[src/rtl/izcl_pkg.sv]
// ----------------------------------------------------------------------------
// izcl_pkg
// Shared types and constants for the interface zero-crossing locator.
// ----------------------------------------------------------------------------
`default_nettype none

package izcl_pkg;

	localparam int SAMPLE_W      = 16;
	localparam int CFG_W         = 10;
	localparam int CFG_IDX_W     = 1;
	localparam int CNT_W         = 10;
	localparam int POS_W         = 18;
	localparam int MAX_LEN_DEF   = 1024;
	localparam int FRAC_BITS_DEF = 8;

	localparam logic [CFG_W-1:0] FIRST_PAIR_RST = CFG_W'(10);
	localparam logic [CFG_W-1:0] LAST_PAIR_RST  = CFG_W'(1012);
	localparam logic [CNT_W-1:0] CNT_MAX        = {CNT_W{1'b1}};

	typedef enum logic [CFG_IDX_W-1:0] {
		REG_FIRST_PAIR,
		REG_LAST_PAIR
	} cfg_reg_t;

	typedef enum logic [2:0] {
		ST_IDLE,
		ST_INTERP,
		ST_MEAN_GO,
		ST_MEAN,
		ST_PUSH
	} state_t;

	typedef struct packed {
		logic signed [SAMPLE_W-1:0] sample;
		logic                       last;
	} in_beat_t;

	typedef struct packed {
		logic [POS_W-1:0] rise_position;
		logic [POS_W-1:0] fall_position;
		logic [CNT_W-1:0] rise_count;
		logic [CNT_W-1:0] fall_count;
		logic             rise_found;
		logic             fall_found;
	} out_beat_t;

endpackage

`default_nettype wire

[src/rtl/izcl_sdiv.sv]
// ----------------------------------------------------------------------------
// izcl_sdiv
// Bit-serial restoring divider, one quotient bit per cycle, MSB first.
// ----------------------------------------------------------------------------
`default_nettype none

module izcl_sdiv #(
	parameter int DVD_W = 8,
	parameter int DVS_W = 16
) (
	input  wire logic             clk,
	input  wire logic             arst_n,
	input  wire logic             start,
	input  wire logic [DVS_W-1:0] rem_init,   // must be below divisor
	input  wire logic [DVD_W-1:0] dividend,
	input  wire logic [DVS_W-1:0] divisor,
	output logic                  busy,
	output logic                  done,
	output logic [DVD_W-1:0]      quot
);

	localparam int CNT_W = (DVD_W > 1) ? $clog2(DVD_W) : 1;

	logic             busy_q;
	logic             done_q;
	logic [CNT_W-1:0] cnt_q;
	logic [DVS_W-1:0] rem_q;
	logic [DVD_W-1:0] dvd_q;   // dividend bits out at the top, quotient bits in at the bottom
	logic [DVS_W-1:0] dvs_q;

	logic [DVS_W:0]   sh;
	logic [DVS_W:0]   diff;
	logic             ge;
	logic [DVS_W-1:0] rem_n;

	always_comb begin
		sh    = {rem_q, dvd_q[DVD_W-1]};
		diff  = sh - {1'b0, dvs_q};
		ge    = (sh >= {1'b0, dvs_q});
		rem_n = ge ? diff[DVS_W-1:0] : sh[DVS_W-1:0];
	end

	always_ff @(posedge clk or negedge arst_n) begin
		if (!arst_n) begin
			busy_q <= 1'b0;
			done_q <= 1'b0;
			cnt_q  <= '0;
		end else begin
			done_q <= 1'b0;
			if (start) begin
				busy_q <= 1'b1;
				cnt_q  <= CNT_W'(DVD_W - 1);
			end else if (busy_q) begin
				cnt_q <= cnt_q - 1'b1;
				if (cnt_q == '0) begin
					busy_q <= 1'b0;
					done_q <= 1'b1;
				end
			end
		end
	end

	always_ff @(posedge clk) begin
		if (start) begin
			rem_q <= rem_init;
			dvd_q <= dividend;
			dvs_q <= divisor;
		end else if (busy_q) begin
			rem_q <= rem_n;
			dvd_q <= {dvd_q[DVD_W-2:0], ge};
		end
	end

	assign busy = busy_q;
	assign done = done_q;
	assign quot = dvd_q;

endmodule

`default_nettype wire

[src/rtl/interface_zero_crossing_locator.sv]
// ----------------------------------------------------------------------------
// interface_zero_crossing_locator
// Finds rising and falling zero crossings in a sample column and reports
// their mean interpolated positions at the end of the column.
// ----------------------------------------------------------------------------
// Usage:
//   in channel  : one signed sample per beat, last marks the end of a column.
//   out channel : one beat per column, sent after the beat marked last, with
//                 both mean positions (FRAC_BITS fraction bits), counts and
//                 found flags.
//   cfg port    : first_pair / last_pair window, written while idle.
// Input flow: a sample that forms no crossing and is not marked last leaves
//   the block ready for the next one. A crossing holds off the input while
//   the bit-serial interpolation divider works (one fraction bit per cycle).
// Result: after the last beat, and after the interpolation if the final
//   pair crosses, both means of SUM_W quotient bits (SUM_W =
//   2*clog2(MAX_LEN) + FRAC_BITS, 28 by default) are produced by two
//   bit-serial dividers running side by side.
// Reset: window registers return to 10 / 1012, column state clears.
// Stall: the result sits in an output register; samples keep flowing into
//   the next column while it waits, and the next column's result, and with
//   it the input, holds off until the register is taken.
// ----------------------------------------------------------------------------
`default_nettype none

module interface_zero_crossing_locator #(
	parameter int MAX_LEN   = izcl_pkg::MAX_LEN_DEF,
	parameter int FRAC_BITS = izcl_pkg::FRAC_BITS_DEF
) (
	input  wire logic                           clk,
	input  wire logic                           arst_n,
	input  wire logic                           cfg_we,
	input  wire logic [izcl_pkg::CFG_IDX_W-1:0] cfg_index,
	input  wire logic [izcl_pkg::CFG_W-1:0]     cfg_data,
	input  wire logic                           in_valid,
	output logic                                in_ready,
	input  wire izcl_pkg::in_beat_t             in_data,
	output logic                                out_valid,
	input  wire logic                           out_ready,
	output izcl_pkg::out_beat_t                 out_data
);

	localparam int IDX_W = $clog2(MAX_LEN);
	localparam int CMP_W = (IDX_W > izcl_pkg::CFG_W) ? IDX_W : izcl_pkg::CFG_W;
	localparam int SUM_W = 2 * IDX_W + FRAC_BITS;
	localparam int SW    = izcl_pkg::SAMPLE_W;
	localparam int CW    = izcl_pkg::CNT_W;
	localparam logic [IDX_W-1:0] IDX_LAST = IDX_W'(MAX_LEN - 1);

	// window config
	logic [izcl_pkg::CFG_W-1:0] first_pair_q;
	logic [izcl_pkg::CFG_W-1:0] last_pair_q;

	// column state
	logic signed [SW-1:0] prev_q;
	logic [IDX_W-1:0]     idx_q;
	logic [SUM_W-1:0]     rsum_q;
	logic [SUM_W-1:0]     fsum_q;
	logic [CW-1:0]        rtot_q;
	logic [CW-1:0]        ftot_q;

	// crossing in flight
	logic [IDX_W-1:0]     lo_q;
	logic                 rise_q;
	logic                 last_q;

	// counts held for the result while the means are divided
	logic [CW-1:0]        rhold_q;
	logic [CW-1:0]        fhold_q;

	izcl_pkg::state_t     state_q;
	izcl_pkg::state_t     state_n;

	izcl_pkg::out_beat_t  out_q;
	logic                 out_valid_q;

	// pair evaluation on the incoming beat
	logic                 in_acc;
	logic [IDX_W-1:0]     lo;
	logic [IDX_W-1:0]     idx_nxt;
	logic                 pair_ok;
	logic                 is_rise;
	logic                 is_fall;
	logic signed [SW:0]   p_x;
	logic signed [SW:0]   c_x;
	logic signed [SW:0]   num_x;
	logic signed [SW:0]   den_x;

	// sequencer strobes
	logic                 idiv_start;
	logic                 mdiv_start;
	logic                 out_load;

	// divider status
	logic                 idiv_busy;
	logic                 idiv_done;
	logic [FRAC_BITS-1:0] idiv_quot;
	logic                 rdiv_busy;
	logic                 rdiv_done;
	logic [SUM_W-1:0]     rdiv_quot;
	logic                 fdiv_busy;
	logic                 fdiv_done;
	logic [SUM_W-1:0]     fdiv_quot;

	always_comb begin
		in_acc  = in_valid && in_ready;
		lo      = idx_q - 1'b1;
		idx_nxt = (idx_q == IDX_LAST) ? '0 : idx_q + 1'b1;
		pair_ok = (idx_q != '0) &&
			(CMP_W'(lo) >= CMP_W'(first_pair_q)) &&
			(CMP_W'(lo) <= CMP_W'(last_pair_q));
		is_rise = pair_ok && (prev_q <= 0) && (in_data.sample > 0);
		is_fall = pair_ok && (prev_q >= 0) && (in_data.sample < 0);
		p_x     = {prev_q[SW-1], prev_q};
		c_x     = {in_data.sample[SW-1], in_data.sample};
		// num < den, den in 1..65535 for a valid crossing
		num_x   = is_rise ? -p_x : p_x;
		den_x   = is_rise ? (c_x - p_x) : (p_x - c_x);
	end

	// next state
	always_comb begin
		state_n = state_q;
		case (state_q)
			izcl_pkg::ST_IDLE: begin
				if (in_valid) begin
					if (is_rise || is_fall)
						state_n = izcl_pkg::ST_INTERP;
					else if (in_data.last)
						state_n = izcl_pkg::ST_MEAN_GO;
				end
			end
			izcl_pkg::ST_INTERP: begin
				if (idiv_done)
					state_n = last_q ? izcl_pkg::ST_MEAN_GO : izcl_pkg::ST_IDLE;
			end
			izcl_pkg::ST_MEAN_GO: begin
				state_n = izcl_pkg::ST_MEAN;
			end
			izcl_pkg::ST_MEAN: begin
				if (rdiv_done)
					state_n = izcl_pkg::ST_PUSH;
			end
			izcl_pkg::ST_PUSH: begin
				if (!out_valid_q || out_ready)
					state_n = izcl_pkg::ST_IDLE;
			end
			default: begin
				state_n = izcl_pkg::ST_IDLE;
			end
		endcase
	end

	// strobes
	always_comb begin
		in_ready   = 1'b0;
		idiv_start = 1'b0;
		mdiv_start = 1'b0;
		out_load   = 1'b0;
		case (state_q)
			izcl_pkg::ST_IDLE: begin
				in_ready   = 1'b1;
				idiv_start = in_valid && (is_rise || is_fall);
			end
			izcl_pkg::ST_MEAN_GO: begin
				mdiv_start = 1'b1;
			end
			izcl_pkg::ST_PUSH: begin
				out_load = !out_valid_q || out_ready;
			end
			default: begin
				in_ready = 1'b0;
			end
		endcase
	end

	always_ff @(posedge clk or negedge arst_n) begin
		if (!arst_n) begin
			state_q <= izcl_pkg::ST_IDLE;
		end else begin
			state_q <= state_n;
		end
	end

	// config writes
	always_ff @(posedge clk or negedge arst_n) begin
		if (!arst_n) begin
			first_pair_q <= izcl_pkg::FIRST_PAIR_RST;
			last_pair_q  <= izcl_pkg::LAST_PAIR_RST;
		end else if (cfg_we) begin
			case (cfg_index)
				izcl_pkg::REG_FIRST_PAIR: first_pair_q <= cfg_data;
				izcl_pkg::REG_LAST_PAIR:  last_pair_q  <= cfg_data;
				default: begin
					first_pair_q <= first_pair_q;
				end
			endcase
		end
	end

	// column state: sample history, index, sums and totals
	always_ff @(posedge clk or negedge arst_n) begin
		if (!arst_n) begin
			prev_q <= '0;
			idx_q  <= '0;
			rsum_q <= '0;
			fsum_q <= '0;
			rtot_q <= '0;
			ftot_q <= '0;
			last_q <= 1'b0;
		end else begin
			if (in_acc) begin
				last_q <= in_data.last;
				// end of column clears the history at once
				prev_q <= in_data.last ? '0 : in_data.sample;
				idx_q  <= in_data.last ? '0 : idx_nxt;
			end
			if (state_q == izcl_pkg::ST_INTERP && idiv_done) begin
				if (rise_q) begin
					rsum_q <= rsum_q + SUM_W'({lo_q, idiv_quot});
					if (rtot_q != izcl_pkg::CNT_MAX)
						rtot_q <= rtot_q + 1'b1;
				end else begin
					fsum_q <= fsum_q + SUM_W'({lo_q, idiv_quot});
					if (ftot_q != izcl_pkg::CNT_MAX)
						ftot_q <= ftot_q + 1'b1;
				end
			end
			if (mdiv_start) begin
				rsum_q <= '0;
				fsum_q <= '0;
				rtot_q <= '0;
				ftot_q <= '0;
			end
		end
	end

	// crossing and result payload
	always_ff @(posedge clk) begin
		if (idiv_start) begin
			lo_q   <= lo;
			rise_q <= is_rise;
		end
		if (mdiv_start) begin
			rhold_q <= rtot_q;
			fhold_q <= ftot_q;
		end
		if (out_load) begin
			out_q.rise_position <= (rhold_q != '0) ? izcl_pkg::POS_W'(rdiv_quot) : '0;
			out_q.fall_position <= (fhold_q != '0) ? izcl_pkg::POS_W'(fdiv_quot) : '0;
			out_q.rise_count    <= rhold_q;
			out_q.fall_count    <= fhold_q;
			out_q.rise_found    <= (rhold_q != '0);
			out_q.fall_found    <= (fhold_q != '0);
		end
	end

	always_ff @(posedge clk or negedge arst_n) begin
		if (!arst_n) begin
			out_valid_q <= 1'b0;
		end else if (out_load) begin
			out_valid_q <= 1'b1;
		end else if (out_ready) begin
			out_valid_q <= 1'b0;
		end
	end

	assign out_valid = out_valid_q;
	assign out_data  = out_q;

	// interpolation fraction: floor((num << FRAC_BITS) / den)
	izcl_sdiv #(
		.DVD_W (FRAC_BITS),
		.DVS_W (SW)
	) u_idiv (
		.clk      (clk),
		.arst_n   (arst_n),
		.start    (idiv_start),
		.rem_init (num_x[SW-1:0]),
		.dividend ('0),
		.divisor  (den_x[SW-1:0]),
		.busy     (idiv_busy),
		.done     (idiv_done),
		.quot     (idiv_quot)
	);

	// mean positions; a zero count gives junk that the found flag masks
	izcl_sdiv #(
		.DVD_W (SUM_W),
		.DVS_W (CW)
	) u_rdiv (
		.clk      (clk),
		.arst_n   (arst_n),
		.start    (mdiv_start),
		.rem_init ('0),
		.dividend (rsum_q),
		.divisor  (rtot_q),
		.busy     (rdiv_busy),
		.done     (rdiv_done),
		.quot     (rdiv_quot)
	);

	izcl_sdiv #(
		.DVD_W (SUM_W),
		.DVS_W (CW)
	) u_fdiv (
		.clk      (clk),
		.arst_n   (arst_n),
		.start    (mdiv_start),
		.rem_init ('0),
		.dividend (fsum_q),
		.divisor  (ftot_q),
		.busy     (fdiv_busy),
		.done     (fdiv_done),
		.quot     (fdiv_quot)
	);

	// checks
	a_idiv_free: assert property (@(posedge clk) disable iff (!arst_n)
		idiv_start |-> !idiv_busy)
		else $error("interpolation divider restarted while busy");

	a_kind_excl: assert property (@(posedge clk) disable iff (!arst_n)
		in_acc |-> !(is_rise && is_fall))
		else $error("pair flagged as both rising and falling");

	a_mean_lock: assert property (@(posedge clk) disable iff (!arst_n)
		(rdiv_done == fdiv_done) && (rdiv_busy == fdiv_busy))
		else $error("mean dividers out of step");

	a_found: assert property (@(posedge clk) disable iff (!arst_n)
		out_valid_q |-> (out_q.rise_found == (out_q.rise_count != '0)) &&
			(out_q.fall_found == (out_q.fall_count != '0)))
		else $error("found flag disagrees with count");

	a_no_in_busy: assert property (@(posedge clk) disable iff (!arst_n)
		(idiv_busy || rdiv_busy) |-> !in_ready)
		else $error("sample taken while a divider is working");

endmodule

`default_nettype wire

[config.mk]
export PLATFORM = sky130hd
export DESIGN_NAME = interface_zero_crossing_locator
export DESIGN_NICKNAME = d
export VERILOG_FILES = /design/src/rtl/izcl_pkg.sv /design/src/rtl/izcl_sdiv.sv /design/src/rtl/interface_zero_crossing_locator.sv
export SDC_FILE = /design/constraint.sdc
export NUM_CORES = 1
export LEC_CHECK = 0
export ABC_AREA = 1
export CAP_MARGIN = 0
export CORE_MARGIN = 2
export CORE_UTILIZATION = 56
export CTS_CLUSTER_DIAMETER = 120
export DETAILED_ROUTE_END_ITERATION = 10
export DONT_BUFFER_PORTS = 1
export GPL_ROUTABILITY_DRIVEN = 0
export PLACE_DENSITY = 0.74
export SLEW_MARGIN = 25
export SYNTH_ARGS = -nofsm -noshare
export SYNTH_HDL_FRONTEND = slang
export SYNTH_SLANG_ARGS = --single-unit
[constraint.sdc]
create_clock -name clk -period 3.87 [get_ports clk]
set_clock_uncertainty 0.2 [all_clocks]
set_input_delay 0.387 -clock clk [delete_from_list [all_inputs] [get_ports clk]]
set_output_delay 0.387 -clock clk [all_outputs]
set_load 0.05 [all_outputs]
==> metrics.log <==
[metrics] outcome: finished clean
[metrics] power density over cell area: 354.2 mW/mm2
[metrics] area delta synth->final: 9.733%
[metrics] xor-xnor portion of the synthesized cell area: 3.236%
[metrics] aggregate routed wire length: a little over 50 mm
[metrics] first-iteration detailed-routing DRC count: 1235
[metrics] first-pass GRT wire length: 84.57 mm
[metrics] WP buf/inv: 3
[metrics] vias per cell: 5.541
[metrics] Compound-Gate Fraction of Synth Area: approximately 11%
[metrics] Max stage delay on crit path: between 400 and 500 ps
[metrics] Cells on Worst Hold Path: 3
[metrics] area fraction of the dominant cell type after synthesis: 24.86%
[metrics] pin count of the biggest net entering global routing: 146
[metrics] Critical Path Slowest Stage Cell: dfrtp_1
[metrics] 1st-pass router iterations: 6
[metrics] count of unique library cells instantiated by Yosys: 56
[metrics] CTS tree: yes
[metrics] maximum clock insertion buffer count: 3
[metrics] maximum ir drop on the vdd rail: between 0.5 and 0.6 mV
[metrics] number of enable-type register cells in the synthesized netlist: 177
[metrics] post-synth net total: 2861
[metrics] number of stages on the worst setup path: 16
[metrics] DPL Wire Length: 37.57 mm
[metrics] leakage power: 10.94 nW
[metrics] area used by multi-input combinational logic: between 0.01 and 0.015 mm2
[metrics] total count of max-transition violations in the final report: 0
[metrics] yosys warns: 0
[metrics] crit share post-route: between 90% and 100%
[metrics] largest area contributor in the synthesized netlist: edfxtp_1
[metrics] number of sinks on the clock net: 350
[metrics] mean instance size in the synthesized netlist: 7.954 um2
[metrics] overall power: between 8 and 9 mW
[metrics] clock root buffer: clkbuf_16
[metrics] maximum operating frequency: 280.6 MHz
[metrics] synthesized flop and latch total: 350
[metrics] vias in the first global route: 17050
[metrics] count of inserted antenna diode cells: 0
[metrics] clk slew on worst S/H paths: 70 ps
[metrics] Finish-stage setup viols: 0
[metrics] cell-by-cell listing of the critical path: inv_2 > nand3_1 > nor3_1 > nand2_1 > nor4_1 > xor2_1 > ha_1 > a21o_1 > nor2_1 > nand3_1 > nand2_1 > inv_2 > nor2_8 > nand3_2 > nor2_4 > buf_12
[metrics] number of buffers added on ports: 0
[metrics] setup TNS: 0 ps
[metrics] Maximum Capacitance Violations: 0
[metrics] Overall Global Routing Usage: a little over a quarter
[metrics] number of rows created at floorplan: 71
[metrics] Adder-Cell Fraction of Synth Area: ~8.4%
[metrics] worst-skew pair later-pin latency: 560 ps
[metrics] vertical die dimension: about 200 um
[metrics] Post-synth top flop: edfxtp_1
[metrics] number of placed I/O pins: between 90 and 100
[metrics] Setup crit end kind: flop
[metrics] slew at the pin with the worst max-slew slack: 1020 ps
[metrics] share of final-layout standard cells stronger than drive strength 1: 5.438%
[metrics] number of standard cells after synthesis: ~2700
[metrics] Worst Reg2Reg Path Length in Cells: 16
[metrics] cell family with the largest share of critical-path delay: simple AND/OR/NAND/NOR gates
[metrics] number of failing hold endpoints at the final stage: 0
[metrics] relative slew slack: 32.02%
[metrics] leading cell type in the layout, fill and taps excluded: nand2_1
[metrics] Die Outline Area: 0.03976 mm2
[metrics] antenna-violating nets left: 0
[metrics] most used cells in the layout excluding fill and tap cells: nand2_1 (758), inv_1 (323), nor2_1 (234)
[metrics] share of the yosys chip area belonging to registers: 44.51%
[metrics] RSZ-0062 raised after global routing: no
[metrics] endpoint arrival time on the critical path: between 3000 and 4000 ps
[metrics] cts bufs inserted: 38
[metrics] startpoint type of the worst setup path: flop
[metrics] overall die width: roughly 200 um
[metrics] grt ovf: 0
[metrics] asr flop ratio synth: 41.43%
[metrics] remaining design rule violation count: 0
[metrics] placeable core region: between 0.03 and 0.04 mm2
[metrics] Netlist Area Pre-Place: ~0.021 mm2
[metrics] Register Area: between 0.009 and 0.01 mm2
[metrics] number of antenna violations at the first check in global routing: 0
[metrics] number of fill cells: 3232
[metrics] Hold WC Path Type: in2reg
[metrics] simple-gate share of the synthesized area: about a quarter
[metrics] WL per Instance: 15.83 um
[metrics] dominant combinational cell family by area after synthesis: simple AND/OR/NAND/NOR gates
[metrics] proportion of synthesized area in mux cells: 0%
[metrics] layout net count: around 2900
[metrics] Data required, critical path: 3920 ps
[metrics] peak fanout along the critical path: 31
[metrics] Synth area leaders: edfxtp_1 (25%), dfrtp_1 (16%), nand2_1 (13%)
[metrics] H-tree levels: 2
[metrics] final period demand of the worst path: 3564 ps
[metrics] initial core utilization: 56.76%
[metrics] startpoint-to-endpoint class of the critical path: reg2reg
[metrics] via total after detailed routing: ~18000
worst min-delay path: stages:
cell and delay, ps:
inv_2 70, nor2_4 60, buf_12 160
per-layer routing:
metal	global-route usage (%)	vias to the layer above	part of all wire, %	wire length [um]
met4	8.807	0	3.0	1532
li1	-	8891	-	-
met3	3.848	111	6.3	3225
met2	42.87	579	46	23540
met1	36.85	8432	45	23150
met5	0	-	0	0
registers in the layout, summed over array words and instances (netlist names), 16 cells and up:
signal / cells
out_data: 58
u_idiv.rem_q: 16
u_rdiv.quot: 28
rsum_q: 28
u_idiv.dvs_q: 16
fsum_q: 28
u_fdiv.quot: 28
prev_q: 16
worst paths after layout:
kind	startpoint	to	slack, ps
worst max-delay path	idx_q[2]	u_idiv.dvs_q[9]	310
worst min-delay path	in_valid	u_idiv.dvs_q[8]	110
worst max register to register	idx_q[2]	u_idiv.dvs_q[9]	310
worst min register to register	u_rdiv.dvs_q[6]	out_data[18]	250
max in group asynchronous	arst_n	fsum_q[19]	2520
min in group asynchronous	arst_n	fsum_q[13]	380
cell type report:
class | instances | share of cell area [%]
Timing Repair Buffer | 50 | 2.059
Sequential cell | 350 | 40.56
Inverter | 343 | 5.499
Clock inverter | 20 | 0.7787
Tap cell | 511 | 2.725
Multi-Input combinational cell | 1927 | 43.74
Clock buffer | 50 | 4.635
Yosys cell counts (all sizes together) (7+ instances only):
cell type and instances:
nand2 767, inv 338, nor2 243, o21ai 209, edfxtp 177, a21oi 156, nand3 149, dfrtp 136
ha 133, xor2 58, nor3 47, clkbuf 37, nand4 33, buf 31, dfxtp 28, o22ai 24
xnor2 21, a21o 17, dfstp 9, fa 7, o211ai 7, or2 7
cells by family (layout without fill, tap and decap cells):
family / after synthesis / in the layout
xor+xnor: 79 / 79
fa+ha+maj: 140 / 140
simple gates: 1267 / 1267
flops: 350 / 350
buf+inv: 411 / 463
compound gates: 441 / 441
power breakdown:
part / internal, mW / switching (mW) / total [mW]
sequential: 3.95 / 0.0371 / 3.98
combinational: 0.235 / 0.421 / 0.656
clock: 2.13 / 1.54 / 3.67
total: 6.31 / 2.00 / 8.31
timing repair:
action / in CTS / in global routing
endpoints found under the hold margin: 215 / 0
setup endpoints to repair: 0 / 16
hold buffers: 31 / 0
setup buffers: 0 / 0
resized for setup: 0 / 3
through the flow:
stage	std cells	worst slack [ps]	cell area, um2	hold slack (ps)	util, %
3_3_place_gp	3150	369.2	21850	-97.76	58.01
6_report	3251	305.6	23460	107.0	62.28
3_5_place_dp	3150	319.8	21850	-98.78	58.01
4_1_cts	3251	302.9	23450	82.35	62.25
5_1_grt	3251	12.61	23460	95.54	62.28
2_1_floorplan	2688	34.08	21380	-108.6	-
No activity file was read; power rests on OpenSTA's default activity.
